==> src/cpa_pkg.sv <==
// ----------------------------------------------------------------------------
// cpa_pkg - compacting pool allocator shared definitions
// Sizes, field widths, status and function codes, controller/datapath bundles.
// ----------------------------------------------------------------------------
package cpa_pkg;

  localparam int POOL_BYTES    = 1024;
  localparam int TABLE_ENTRIES = 32;
  localparam int ALIGN_BYTES   = 8;

  localparam int IDX_W  = $clog2(TABLE_ENTRIES);
  localparam int CNT_W  = $clog2(TABLE_ENTRIES + 1);
  localparam int REQ_W  = 16;
  localparam int OFF_W  = 10;
  localparam int LEN_W  = 11;
  localparam int STAT_W = 3;

  localparam logic FUNC_ALLOC = 1'b0;
  localparam logic FUNC_FREE  = 1'b1;

  localparam logic [STAT_W-1:0] ST_OK         = 3'd0;
  localparam logic [STAT_W-1:0] ST_BAD_SIZE   = 3'd1;
  localparam logic [STAT_W-1:0] ST_TABLE_FULL = 3'd2;
  localparam logic [STAT_W-1:0] ST_NO_SPACE   = 3'd3;
  localparam logic [STAT_W-1:0] ST_NOT_FOUND  = 3'd4;

  typedef struct packed {
    logic load;     // latch a new request word
    logic alloc;    // evaluate and commit an allocate
    logic search;   // walk the table looking for the offset
    logic shift;    // compact entries above the freed one
  } cpa_cmd_t;

  typedef struct packed {
    logic hit;       // entry under compare starts at the offset
    logic scan_end;  // no read in flight and no entry left to read
  } cpa_stat_t;

endpackage

==> src/cpa_ctrl.sv <==
// ----------------------------------------------------------------------------
// cpa_ctrl - allocator sequencer
// Steps a request through allocate, or search and compaction for a free.
// ----------------------------------------------------------------------------
module cpa_ctrl (
  input  logic               clk,
  input  logic               rst_n,
  input  logic               start,
  input  logic               func,
  input  cpa_pkg::cpa_stat_t stat,
  output cpa_pkg::cpa_cmd_t  cmd,
  output logic               busy
);
  import cpa_pkg::*;

  typedef enum logic [1:0] {
    S_IDLE,
    S_ALLOC,
    S_SEARCH,
    S_SHIFT
  } state_t;

  state_t state_r, state_nxt;
  logic   busy_r, busy_nxt;

  always_comb begin
    cmd        = '0;
    cmd.load   = (state_r == S_IDLE) && start;
    cmd.alloc  = (state_r == S_ALLOC);
    cmd.search = (state_r == S_SEARCH);
    cmd.shift  = (state_r == S_SHIFT);
  end

  always_comb begin
    state_nxt = state_r;
    case (state_r)
      S_IDLE: begin
        if (start) begin
          state_nxt = (func == FUNC_FREE) ? S_SEARCH : S_ALLOC;
        end
      end
      S_ALLOC: begin
        state_nxt = S_IDLE;
      end
      S_SEARCH: begin
        if (stat.hit) begin
          state_nxt = S_SHIFT;
        end else if (stat.scan_end) begin
          state_nxt = S_IDLE;
        end
      end
      S_SHIFT: begin
        if (stat.scan_end) begin
          state_nxt = S_IDLE;
        end
      end
      default: begin
        state_nxt = S_IDLE;
      end
    endcase
    busy_nxt = (state_nxt != S_IDLE);
  end

  always_ff @(posedge clk) begin
    if (!rst_n) begin
      state_r <= S_IDLE;
      busy_r  <= 1'b0;
    end else begin
      state_r <= state_nxt;
      busy_r  <= busy_nxt;
    end
  end

  assign busy = busy_r;

endmodule

==> src/cpa_dp.sv <==
// ----------------------------------------------------------------------------
// cpa_dp - allocator datapath
// Size table memory, fill count, running byte total, scan pipeline, results.
// ----------------------------------------------------------------------------
module cpa_dp (
  input  logic                        clk,
  input  logic                        rst_n,
  input  cpa_pkg::cpa_cmd_t           cmd,
  output cpa_pkg::cpa_stat_t          stat,
  input  logic [cpa_pkg::REQ_W-1:0]   in_request_size,
  input  logic [cpa_pkg::OFF_W-1:0]   in_free_offset,
  output logic                        out_valid,
  output logic [cpa_pkg::STAT_W-1:0]  out_status,
  output logic [cpa_pkg::OFF_W-1:0]   out_alloc_offset,
  output logic [cpa_pkg::LEN_W-1:0]   out_move_src,
  output logic [cpa_pkg::OFF_W-1:0]   out_move_dst,
  output logic [cpa_pkg::LEN_W-1:0]   out_move_len
);
  import cpa_pkg::*;

  // Used entries always form a packed prefix, so start offsets are prefix sums
  // of sizes and only sizes are stored; entries at or above count are empty.
  logic [LEN_W-1:0] size_mem [TABLE_ENTRIES];
  logic [LEN_W-1:0] rd_data_r;
  logic             we;
  logic [IDX_W-1:0] wr_addr;
  logic [LEN_W-1:0] wr_data;

  logic [CNT_W-1:0] count_r, count_nxt;
  logic [LEN_W-1:0] total_r, total_nxt;
  logic [CNT_W-1:0] rd_idx_r, rd_idx_nxt;
  logic [IDX_W-1:0] chk_idx_r, chk_idx_nxt;
  logic             pend_r, pend_nxt;
  logic             vld_r, vld_nxt;

  logic [REQ_W-1:0] req_r, req_nxt;
  logic [OFF_W-1:0] off_r, off_nxt;
  logic [LEN_W-1:0] pos_r, pos_nxt;
  logic [LEN_W-1:0] base_r, base_nxt;
  logic [LEN_W-1:0] removed_r, removed_nxt;

  logic [STAT_W-1:0] status_r, status_nxt;
  logic [OFF_W-1:0]  aoff_r, aoff_nxt;
  logic [LEN_W-1:0]  src_r, src_nxt;
  logic [OFF_W-1:0]  dst_r, dst_nxt;
  logic [LEN_W-1:0]  len_r, len_nxt;

  logic             rd_more;
  logic             match;
  logic             scan_end;
  logic             bad_size;
  logic [LEN_W-1:0] rounded;
  logic [LEN_W:0]   fill_sum;
  logic [LEN_W-1:0] tail;

  assign rd_more  = (rd_idx_r < count_r);
  assign match    = pend_r && (pos_r == {1'b0, off_r});
  assign scan_end = !pend_r && !rd_more;
  assign bad_size = (req_r == '0) || ({1'b0, req_r} > (REQ_W+1)'(POOL_BYTES));
  assign rounded  = (req_r[LEN_W-1:0] + LEN_W'(ALIGN_BYTES - 1))
                    & ~LEN_W'(ALIGN_BYTES - 1);
  assign fill_sum = {1'b0, total_r} + {1'b0, rounded};
  assign tail     = total_r - base_r - removed_r;

  always_comb begin
    stat          = '0;
    stat.hit      = match;
    stat.scan_end = scan_end;
  end

  always_comb begin
    count_nxt   = count_r;
    total_nxt   = total_r;
    rd_idx_nxt  = rd_idx_r;
    chk_idx_nxt = chk_idx_r;
    pend_nxt    = pend_r;
    vld_nxt     = 1'b0;
    req_nxt     = req_r;
    off_nxt     = off_r;
    pos_nxt     = pos_r;
    base_nxt    = base_r;
    removed_nxt = removed_r;
    status_nxt  = status_r;
    aoff_nxt    = aoff_r;
    src_nxt     = src_r;
    dst_nxt     = dst_r;
    len_nxt     = len_r;
    we          = 1'b0;
    wr_addr     = count_r[IDX_W-1:0];
    wr_data     = rounded;

    if (cmd.load) begin
      req_nxt    = in_request_size;
      off_nxt    = in_free_offset;
      rd_idx_nxt = '0;
      pend_nxt   = 1'b0;
      pos_nxt    = '0;
    end

    if (cmd.alloc) begin
      vld_nxt    = 1'b1;
      aoff_nxt   = '0;
      src_nxt    = '0;
      dst_nxt    = '0;
      len_nxt    = '0;
      if (bad_size) begin
        status_nxt = ST_BAD_SIZE;
      end else if (count_r == CNT_W'(TABLE_ENTRIES)) begin
        status_nxt = ST_TABLE_FULL;
      end else if (fill_sum > (LEN_W+1)'(POOL_BYTES)) begin
        status_nxt = ST_NO_SPACE;
      end else begin
        status_nxt = ST_OK;
        aoff_nxt   = total_r[OFF_W-1:0];
        we         = 1'b1;
        count_nxt  = count_r + 1'b1;
        total_nxt  = fill_sum[LEN_W-1:0];
      end
    end

    if (cmd.search) begin
      if (match) begin
        base_nxt    = pos_r;
        removed_nxt = rd_data_r;
        rd_idx_nxt  = {1'b0, chk_idx_r} + 1'b1;
        pend_nxt    = 1'b0;
      end else if (scan_end) begin
        vld_nxt    = 1'b1;
        status_nxt = ST_NOT_FOUND;
        aoff_nxt   = '0;
        src_nxt    = '0;
        dst_nxt    = '0;
        len_nxt    = '0;
      end else begin
        if (pend_r) begin
          pos_nxt = pos_r + rd_data_r;
        end
        if (rd_more) begin
          chk_idx_nxt = rd_idx_r[IDX_W-1:0];
          rd_idx_nxt  = rd_idx_r + 1'b1;
        end
        pend_nxt = rd_more;
      end
    end

    if (cmd.shift) begin
      // entry read last cycle drops one slot down
      if (pend_r) begin
        we      = 1'b1;
        wr_addr = chk_idx_r - 1'b1;
        wr_data = rd_data_r;
      end
      if (scan_end) begin
        vld_nxt    = 1'b1;
        status_nxt = ST_OK;
        aoff_nxt   = '0;
        src_nxt    = '0;
        dst_nxt    = '0;
        len_nxt    = '0;
        if (tail != '0) begin
          src_nxt = base_r + removed_r;
          dst_nxt = base_r[OFF_W-1:0];
          len_nxt = tail;
        end
        count_nxt = count_r - 1'b1;
        total_nxt = total_r - removed_r;
      end else begin
        if (rd_more) begin
          chk_idx_nxt = rd_idx_r[IDX_W-1:0];
          rd_idx_nxt  = rd_idx_r + 1'b1;
        end
        pend_nxt = rd_more;
      end
    end
  end

  always_ff @(posedge clk) begin
    if (we) begin
      size_mem[wr_addr] <= wr_data;
    end
    rd_data_r <= size_mem[rd_idx_r[IDX_W-1:0]];
  end

  always_ff @(posedge clk) begin
    if (!rst_n) begin
      count_r  <= '0;
      total_r  <= '0;
      rd_idx_r <= '0;
      pend_r   <= 1'b0;
      vld_r    <= 1'b0;
    end else begin
      count_r  <= count_nxt;
      total_r  <= total_nxt;
      rd_idx_r <= rd_idx_nxt;
      pend_r   <= pend_nxt;
      vld_r    <= vld_nxt;
    end
  end

  always_ff @(posedge clk) begin
    chk_idx_r <= chk_idx_nxt;
    req_r     <= req_nxt;
    off_r     <= off_nxt;
    pos_r     <= pos_nxt;
    base_r    <= base_nxt;
    removed_r <= removed_nxt;
    status_r  <= status_nxt;
    aoff_r    <= aoff_nxt;
    src_r     <= src_nxt;
    dst_r     <= dst_nxt;
    len_r     <= len_nxt;
  end

  assign out_valid        = vld_r;
  assign out_status       = status_r;
  assign out_alloc_offset = aoff_r;
  assign out_move_src     = src_r;
  assign out_move_dst     = dst_r;
  assign out_move_len     = len_r;

  a_count_range: assert property (@(posedge clk) disable iff (!rst_n)
    count_r <= CNT_W'(TABLE_ENTRIES))
    else $error("entry count above table depth");

  a_total_range: assert property (@(posedge clk) disable iff (!rst_n)
    total_r <= LEN_W'(POOL_BYTES))
    else $error("allocated bytes exceed pool");

  a_total_align: assert property (@(posedge clk) disable iff (!rst_n)
    total_r[$clog2(ALIGN_BYTES)-1:0] == '0)
    else $error("allocated total not aligned");

  a_empty_total: assert property (@(posedge clk) disable iff (!rst_n)
    (count_r == '0) |-> (total_r == '0))
    else $error("bytes held with no entries");

  a_strobe_single: assert property (@(posedge clk) disable iff (!rst_n)
    vld_r |=> !vld_r)
    else $error("result strobe held two cycles");

endmodule

==> src/compacting_pool_allocator_unit.sv <==
// ----------------------------------------------------------------------------
// compacting_pool_allocator_unit - compacting pool allocator top level
// Allocation table for a byte pool; frees compact the table and report a move.
// ----------------------------------------------------------------------------
// Allocate: result strobe registered from the allocate state; busy for one cycle.
// Free: one table entry per cycle through the size memory's single read port,
//   search then compaction.
// A new word is accepted in the cycle its predecessor's result is shown.
// Results cannot be stalled. Synchronous reset empties the table at once
// (fill count cleared); no clearing pass.
module compacting_pool_allocator_unit (
  input  logic                        clk,
  input  logic                        rst_n,
  input  logic                        start,
  output logic                        busy,
  input  logic                        in_func,
  input  logic [cpa_pkg::REQ_W-1:0]   in_request_size,
  input  logic [cpa_pkg::OFF_W-1:0]   in_free_offset,
  output logic                        out_valid,
  output logic [cpa_pkg::STAT_W-1:0]  out_status,
  output logic [cpa_pkg::OFF_W-1:0]   out_alloc_offset,
  output logic [cpa_pkg::LEN_W-1:0]   out_move_src,
  output logic [cpa_pkg::OFF_W-1:0]   out_move_dst,
  output logic [cpa_pkg::LEN_W-1:0]   out_move_len
);
  import cpa_pkg::*;

  cpa_cmd_t  cmd;
  cpa_stat_t stat;

  cpa_ctrl u_ctrl (
    .clk   (clk),
    .rst_n (rst_n),
    .start (start),
    .func  (in_func),
    .stat  (stat),
    .cmd   (cmd),
    .busy  (busy)
  );

  cpa_dp u_dp (
    .clk              (clk),
    .rst_n            (rst_n),
    .cmd              (cmd),
    .stat             (stat),
    .in_request_size  (in_request_size),
    .in_free_offset   (in_free_offset),
    .out_valid        (out_valid),
    .out_status       (out_status),
    .out_alloc_offset (out_alloc_offset),
    .out_move_src     (out_move_src),
    .out_move_dst     (out_move_dst),
    .out_move_len     (out_move_len)
  );

endmodule
==> config.mk <==
export PLATFORM = sky130hd
export DESIGN_NAME = compacting_pool_allocator_unit
export DESIGN_NICKNAME = d
export VERILOG_FILES = /design/src/cpa_pkg.sv /design/src/cpa_ctrl.sv /design/src/cpa_dp.sv /design/src/compacting_pool_allocator_unit.sv
export SDC_FILE = /design/constraint.sdc
export NUM_CORES = 1
export LEC_CHECK = 0
export ABC_AREA = 1
export BUFFER_PORTS_ARGS = -buffer_cell sky130_fd_sc_hd__buf_2
export CAP_MARGIN = 20
export CORE_MARGIN = 8
export CORE_UTILIZATION = 30
export DETAILED_ROUTE_END_ITERATION = 12
export PLACE_DENSITY = 0.48
export SLEW_MARGIN = 25
export SYNTH_ARGS = -nofsm -noshare
export SYNTH_HDL_FRONTEND = slang
export SYNTH_SLANG_ARGS = --single-unit
==> constraint.sdc <==
create_clock -name clk -period 8.5 [get_ports clk]
set_clock_uncertainty 0.15 [all_clocks]
set_input_delay 0.425 -clock clk [delete_from_list [all_inputs] [get_ports clk]]
set_output_delay 0.425 -clock clk [all_outputs]
set_load 0.02 [all_outputs]
==> metrics.md, run 1 <==
| Metric | Value |
|---|---|
| Largest net degree at the start of global routing | `94` |
| Area added between synthesis and finish | `15.0%` |
| Gate power share | `6.8%` |
| # H-tree levels | `2` |
| FF+latch area | `14,000 sq um` |
| Vias | `16,300` |
| WS Path Type | `register to register` |
| CTS tree | `built` |
| Drt via density | `5.05` |
| Antenna-violating nets left | `0` |
| Inserted Diodes | `0` |
| Hold endpoint | `u_dp.out_move_src[2]` |
| Grt ovf | `0` |
| Leak | `9.33 nW` |
| Syn Inst Count | `2,116` |
| Final WS setup | `3.09 ns` |
| Final std cells w/o fill | `3,219` |
| Syn nets | `2,228` |
| RD Place Congestion | `0.888` |
| Synthesized flop and latch total | `500` |
| Setup crit end kind | `register` |
| Worst hold path class | `register to register` |
| Die Ht | `291 microns` |
| Total negative slack | `0 ns` |
| Post-synthesis sequential area ratio | `61.7%` |
| Cell area after layout | `26,100 sq um` |
| Count of standard-cell rows | `101` |
| Commonest non-fill, non-tap cells in the layout | `edfxtp_1, nor2_1, nand2_1, o21ai_0, inv_1` |
| First-pass DRT Iterations | `6` |
| CTS Buffer Depth | `3` |
| Initial antenna violation count | `0` |
| Clock network fraction of total power | `42.7%` |
| Placed cells | `3,094` |
| NetSw | `1.31 mW` |
| Hold WS | `0.305 ns` |
| Multi-input logic area | `7730 sq um` |
| DPL Wire Length | `46,200 microns` |
| Element type at the critical path start | `register` |
| Clock transition at path regs | `0.06 ns` |
| Clk root buf | `clkbuf_16` |
| Synth Warn # | `0` |
| Worst R2R Path Depth | `20` |
| Worst-path fanout max | `14` |
| Peak VDD IR | `0.156 mV` |
| Final setup fails | `0` |
| Commonest non-fill, non-tap cell in the layout | `edfxtp_1` |
| Share of layout cells above drive strength 1 | `9.37%` |
| Sequential share of power | `50.5%` |
| Avg Cell Area, Syn | `10.7 sq um` |
| Vias in the first global route | `16,200` |
| Worst Path Arrival | `5.50 ns` |
| Sw Ratio | `24.1%` |
| Die X | `291 microns` |
| CTS sink count | `500` |
| Final Critical Period | `5.41 ns` |
| Synth cell types | `56` |
| Async SR Flop Fraction | `0%` |
| Int Power | `4.12 mW` |
| Hold_sp | `u_dp.out_move_src[2]` |
| Power per Cell Area | `208 nW/um^2` |
| Fmax | `185 MHz` |
| Post-synth EDFFs | `400` |
| DR iter-0 viols | `1,496` |
| Final hold viol count | `0` |
| Global-route wire length before repair | `102,000 microns` |
| Routed wire per std cell | `21.3 microns` |
| Area after DPL | `24,100 sq um` |
| Final Net Count | `2,314` |
| Rel. slew slack | `29.9%` |
| RSZ-0062 raised after global routing | `false` |
| Max Cap Viol | `0` |
| FILL cells | `7,535` |
| Total Routed Length | `68,600 microns` |
| Reg-to-reg critical path endpoint | `u_dp.size_mem[1][4]` |
| Dpl ws | `3.05 ns` |
| Residual DRC count | `0` |
| Slew Viols, Final | `0` |
| Cts bufs inserted | `56` |
| Core ar. | `75,400 sq um` |
| Synth Cell Area | `22,700 sq um` |
| Port bufs | `76` |
| Status | `complete, no violations` |
| Worst-Margin Slew | `1.05 ns` |
| Ports | `77` |
| Reg-to-reg slack, setup | `3.09 ns` |
| Worst r2r src | `u_dp.req_r[2]` |
| Hold path depth | `2` |
| Resized cells post-CTS | `0` |
| Most used DFF post-synth | `edfxtp_1` |
| Starting Density | `30.1%` |
| WP data required | `8.59 ns` |
| Clock Latency Late Sink | `0.65 ns` |
| Period utilization | `63.6%` |
| Total GRT Usage | `15.6%` |
| Die area | `84,800 sq um` |
==> worst max-delay path by stage <==
stage,depth (start not counted),to,start,slack (ns)
global route,20,u_dp.size_mem[9][9],u_dp.req_r[2],2.57
finish,20,u_dp.size_mem[1][4],u_dp.req_r[2],3.09
CTS,20,u_dp.size_mem[1][4],u_dp.req_r[2],3.07
global placement,20,u_dp.size_mem[1][8],u_dp.req_r[2],3.15
floorplan,20,u_dp.size_mem[0][0],u_dp.req_r[2],4.67
detailed placement,20,u_dp.size_mem[1][4],u_dp.req_r[2],3.05
==> Yosys cell counts (2+ instances only) <==
library cell	instances	area share [%]
edfxtp_1	400	53
nor2_1	329	5.4
nand2_1	258	4.3
o21ai_0	185	4.1
inv_1	158	2.6
nand3_1	127	2.8
dfxtp_1	100	8.8
a21oi_1	84	1.8
ha_1	68	3.7
clkbuf_1	62	1.0
o32ai_1	53	2.0
xor2_1	34	1.3
o221ai_1	32	1.2
mux2i_1	27	1.2
nand4_1	25	0.69
a31oi_1	22	0.61
buf_2	19	0.42
xnor2_1	15	0.58
fa_1	14	1.2
nor3_1	13	0.29
a22oi_1	10	0.33
inv_2	6	0.099
nand2_2	6	0.17
o21a_1	6	0.20
buf_1	5	0.083
o211a_1	5	0.22
nand3b_1	4	0.13
or2_2	4	0.11
buf_4	3	0.099
clkinv_1	3	0.050
o21bai_1	3	0.099
a21o_1	2	0.066
buf_6	2	0.099
inv_4	2	0.055
nand2_4	2	0.099
nor2_2	2	0.055
nor2_8	2	0.18
nor4_1	2	0.055
o2111ai_1	2	0.077
o211ai_1	2	0.066
o22ai_1	2	0.055
o31ai_1	2	0.066
==> metal layers <==
metal  vias to the layer above  wire length (microns)  global-route usage, %  share of wire, %
met4                         0                   2670                   6.52               3.9
li1                       7678                      -                      -                 -
met5                         -                      0                      0                 0
met2                       533                  32300                   25.9                47
met1                      7927                  29500                   20.0                43
met3                       129                   4220                   2.94               6.2
==> timing repair <==
action | 4_1_cts | 5_1_grt
setup endpoints to repair | 0 | 0
hold buffers | 28 | 0
hold endpoints to repair | 30 | 0
setup buffers | 0 | 0
==> worst max-delay path: stages, from the launching register on <==
cell	delay, ns
edfxtp_1	0.37
or3_1	0.40
nand3_1	0.14
nor2_1	0.10
nand3_1	0.13
nor2_1	0.08
xor2_1	0.21
ha_1	0.34
nand2_1	0.12
inv_1	0.04
a21oi_1	0.18
nand2_1	0.07
nand2_1	0.06
nand2_1	0.11
nor2_1	0.10
nand3_1	0.09
nand2_2	0.23
nand3_2	0.32
nand2_2	0.22
nand3_1	0.61
nor2_1	0.98
==> sequential cells by signal, indices dropped and copies added, names as in the netlist, 10 cells and up <==
| signal | flops |
|---|---|
| u_dp.out_move_src | 11 |
| u_dp.size_mem | 352 |
| u_dp.pos_r | 11 |
| u_dp.out_move_len | 11 |
| u_dp.out_alloc_offset | 10 |
| u_dp.out_move_dst | 10 |
| u_dp.total_r | 11 |
| u_dp.rd_data_r | 11 |
| u_dp.base_r | 11 |
| u_dp.req_r | 16 |
| u_dp.removed_r | 11 |
| u_dp.off_r | 10 |
==> cell families (layout without fill, tap and decap cells) <==
| group | count (synthesis) | count (layout) | synth area share, % |
|---|---|---|---|
| XOR/XNOR | 49 | 49 | 1.89 |
| AO/OA/AOI/OAI | 418 | 418 | 11.3 |
| flip-flops | 500 | 500 | 61.7 |
| buffers and inverters | 260 | 385 | 4.54 |
| multiplexers | 27 | 27 | 1.19 |
| adder cells (fa/ha/maj) | 82 | 82 | 4.98 |
| AND/OR/NAND/NOR | 780 | 780 | 14.5 |
==> power groups by stage <==
stage / clock network (mW) / logic, mW / registers [mW]
global placement: 0 / 0.360 / 2.79
detailed placement: 0 / 0.361 / 2.79
global route: 2.46 / 0.407 / 2.74
CTS: 2.37 / 0.373 / 2.74
finish: 2.32 / 0.369 / 2.74
floorplan: 0 / 0.208 / 2.79
==> area by class of cell <==
class	count	share of cell area, %
Sequential cell	500	53.6
Multi-Input combinational cell	1356	29.6
Clock buffer	74	5.70
Tap cell	978	4.68
Timing Repair Buffer	119	2.96
Inverter	169	2.46
Clock inverter	23	0.996
==> stage by stage <==
| stage | util, % | power (mW) |
|---|---|---|
| final | 34.6 | 5.43 |
| after global routing | 34.6 | 5.61 |
| after CTS | 34.6 | 5.49 |
| after detailed placement | 32.0 | 3.15 |
| after global placement | 31.9 | 3.15 |
| after floorplan | - | 2.99 |
Note: power is estimated with default switching activity, not from simulation.
==> run 2: changes to the inputs <==
Clock period 8.5 ns to 5.6 ns, I/O delays scaled along.
==> run 2 against run 1 <==
Effect of this change:
- utilization grew 0.43 points
- clock power grew 53%
- maximum frequency grew 20%
- clock-buffer cell count shrank 7
- setup slack lost 2.0 ns
- wire length shrank 0.53%
==> metrics.md, run 2 (synthesized netlist as in run 1, its figures left out) <==
| Metric | Value |
|---|---|
| Final setup fails | `0 (unchanged)` |
| NetSw | `1.96 mW (+50%)` |
| Total Routed Length | `68,200 microns (-0.53%)` |
| Element type at the critical path start | `register` |
| Final Critical Period | `4.49 ns (-0.918 ns)` |
| CTS Buffer Depth | `3 (unchanged)` |
| Routed wire per std cell | `20.9 microns (-1.9%)` |
| Worst-path fanout max | `14 (unchanged)` |
| Biggest regs | `u_dp.size_mem: 352 flops, u_dp.req_r: 16 flops` |
| Rel. slew slack | `28.0% (-1.9 points)` |
| DR iter-0 viols | `1,497 (+0.067%)` |
| Vias in the first global route | `16,400 (+1.1%)` |
| WP data required | `5.75 ns (-2.84 ns)` |
| Worst hold path class | `input pin to register` |
| Final Power | `8.28 mW (+52%)` |
| Worst-Margin Slew | `1.08 ns (+0.0286 ns)` |
| Cell area after layout | `26,500 sq um (+1.2%)` |
| CTS sink count | `500 (unchanged)` |
| Int Power | `6.31 mW (+53%)` |
| Status | `complete, no violations` |
| Count of standard-cell rows | `101 (unchanged)` |
| Die area | `84,800 sq um (unchanged)` |
| Commonest non-fill, non-tap cell in the layout | `edfxtp_1` |
| Final hold viol count | `0 (unchanged)` |
| Starting Density | `30.1% (unchanged)` |
| Max FFs per register | `352 (unchanged)` |
| FF+latch area | `14,000 sq um (unchanged)` |
| Clk root buf | `clkbuf_16` |
| Largest net degree at the start of global routing | `93 (-1.1%)` |
| Layout Utilization | `35.1% (+0.43 points)` |
| First-pass DRT Iterations | `5 (-1)` |
| Port bufs | `76 (unchanged)` |
| FILL cells | `7,483 (-0.69%)` |
| Area after DPL | `24,400 sq um (+1.2%)` |
| Drt via density | `5.02 (-0.75%)` |
| WS Path Type | `register to register` |
| Final Net Count | `2,352 (+1.6%)` |
| RSZ-0062 raised after global routing | `false` |
| Slowest-stage cell, CP | `or3_1` |
| # H-tree levels | `2 (unchanged)` |
| Total GRT Usage | `15.6% (-0.030 points)` |
| CTS tree | `built` |
| Hold path depth | `2 (unchanged)` |
| Sw Ratio | `23.7% (-0.37 points)` |
| DPL Wire Length | `46,000 microns (-0.54%)` |
| Total negative slack | `0 ns (unchanged)` |
| Core ar. | `75,400 sq um (unchanged)` |
| Clock Latency Late Sink | `0.61 ns (-0.04 ns)` |
| Setup crit end kind | `register` |
| Worst r2r src | `u_dp.req_r[2]` |
| Ports | `77 (unchanged)` |
| Sequential share of power | `50.2% (-0.3 points)` |
| Period utilization | `80.1% (+17 points)` |
| Hold WS | `0.248 ns (-0.0565 ns)` |
| Share of layout cells above drive strength 1 | `11.2% (+1.9 points)` |
| Clock transition at path regs | `0.06 ns (about the same)` |
| Fmax | `223 MHz (+20%)` |
| Die Ht | `291 microns (unchanged)` |
| Initial antenna violation count | `0 (unchanged)` |
| Worst Path Arrival | `4.64 ns (-0.86 ns)` |
| Cts bufs inserted | `54 (-3.6%)` |
| Commonest non-fill, non-tap cells in the layout | `edfxtp_1, nor2_1, nand2_1, o21ai_0, inv_1` |
| Reg-to-reg critical path endpoint | `u_dp.size_mem[9][6]` |
| Power per Cell Area | `313 nW/um^2 (+51%)` |
| Gate power share | `6.8% (about the same)` |
| Residual DRC count | `0 (unchanged)` |
| CP cell instances | `or3_1, nand3_1, nor2_1, nand3_1, nor2_1, xor2_1, ha_1, nand2_1, inv_1, a21oi_1, nand2_1, nand2_1, nand2_1, nor2_1, nand3_1, nand2_2, nand3_2, nand2_2, nand3_1, buf_4, nor2_1, buf_4` |
| Slew Viols, Final | `0 (unchanged)` |
| Hold_sp | `in_free_offset[6]` |
| Grt ovf | `0 (unchanged)` |
| Clock network fraction of total power | `43.0% (+0.3 points)` |
| Leak | `9.56 nW (+2.5%)` |
| Hold endpoint | `u_dp.off_r[6]` |
| Largest Register | `u_dp.size_mem` |
| CP max stage delay | `0.40 ns (-0.58 ns)` |
| Peak VDD IR | `0.253 mV (+63%)` |
| Global-route wire length before repair | `103,000 microns (+0.79%)` |
| Max Cap Viol | `0 (unchanged)` |
| Resized cells post-CTS | `0 (unchanged)` |
| Worst R2R Path Depth | `22 (+10%)` |
| Antenna-violating nets left | `0 (unchanged)` |
| Die X | `291 microns (unchanged)` |
| Vias | `16,400 (+0.64%)` |
| Area added between synthesis and finish | `16.4%` |
| Reg-to-reg slack, setup | `1.11 ns (-1.98 ns)` |
| RD Place Congestion | `0.892 (+0.47%)` |
| Multi-input logic area | `7730 sq um (unchanged)` |
run 2: cell types whose count changed in the layout (fill, tap and decap cells not counted):
cell | before | now
clkinv_16 | 2 | 1
clkbuf_1 | 16 | 11
buf_4 | 15 | 55
diode_2 | 0 | 1
clkinv_2 | 4 | 12
clkinv_8 | 1 | 0
clkinv_1 | 10 | 12
clkinvlp_2 | 0 | 1
bufinv_16 | 3 | 5
clkbuf_8 | 2 | 0
run 2: cell type report:
| type | count | area share, % |
|---|---|---|
| inverter | 169 | 2.43 |
| timing repair buffer | 159 | 4.06 |
| clock buffer | 67 | 5.45 |
| sequential | 500 | 53.0 |
| multi-input combinational | 1356 | 29.2 |
| clock inverter | 34 | 1.23 |
| antenna | 1 | 0.00946 |
| tap | 978 | 4.62 |
run 2: worst max-delay path by stage:
stage | start | to | slack (ns) | cells after the start
5_1_grt | u_dp.req_r[0] | u_dp.size_mem[15][8] | 0.66 | 21
6_report | u_dp.req_r[2] | u_dp.size_mem[9][6] | 1.11 | 22
3_5_place_dp | u_dp.req_r[2] | u_dp.size_mem[15][8] | 1.15 | 21
3_3_place_gp | u_dp.req_r[2] | u_dp.size_mem[1][6] | 1.11 | 22
2_1_floorplan | u_dp.req_r[2] | u_dp.size_mem[0][0] | 1.77 | 20
4_1_cts | u_dp.req_r[2] | u_dp.size_mem[15][8] | 1.14 | 21
run 2: power groups by stage:
stage | combinational (mW) | clock [mW] | sequential (mW)
2_1_floorplan | 0.316 | 0 | 4.23
3_3_place_gp | 0.553 | 0 | 4.23
3_5_place_dp | 0.555 | 0 | 4.24
4_1_cts | 0.573 | 3.64 | 4.16
5_1_grt | 0.620 | 3.79 | 4.16
6_report | 0.566 | 3.56 | 4.16
run 2: what timing repair did:
item / 4_1_cts / 5_1_grt
hold buffers: 28 / 0
endpoints found under the hold margin: 36 / 0
endpoints found under the setup margin: 0 / 0
buffers inserted: 0 / 0
run 2: worst max-delay path, delay by kind of cell, from the launching register on:
family	cells	cell delay, ns
DFF	1	0.37
and+or+nand+nor	16	2.36
AOI/OAI and AO/OA	1	0.19
buffers and inverters	3	0.57
xor gates and xnor gates	1	0.21
adders and majority gates	1	0.34
run 2: through the flow:
stage / instances / setup WS, ns
4_1_cts: 3263 / 1.14
3_3_place_gp: 3134 / 1.11
5_1_grt: 3263 / 0.664
2_1_floorplan: 2116 / 1.77
3_5_place_dp: 3134 / 1.15
6_report: 3264 / 1.11
run 2: routing by layer:
metal	vias up	part of all wire, %	global-route usage [%]
li1	7763	-	-
met1	7979	44	20.7
met2	525	48	26.3
met3	104	5.2	2.22
met4	0	2.7	4.70
met5	-	0	0
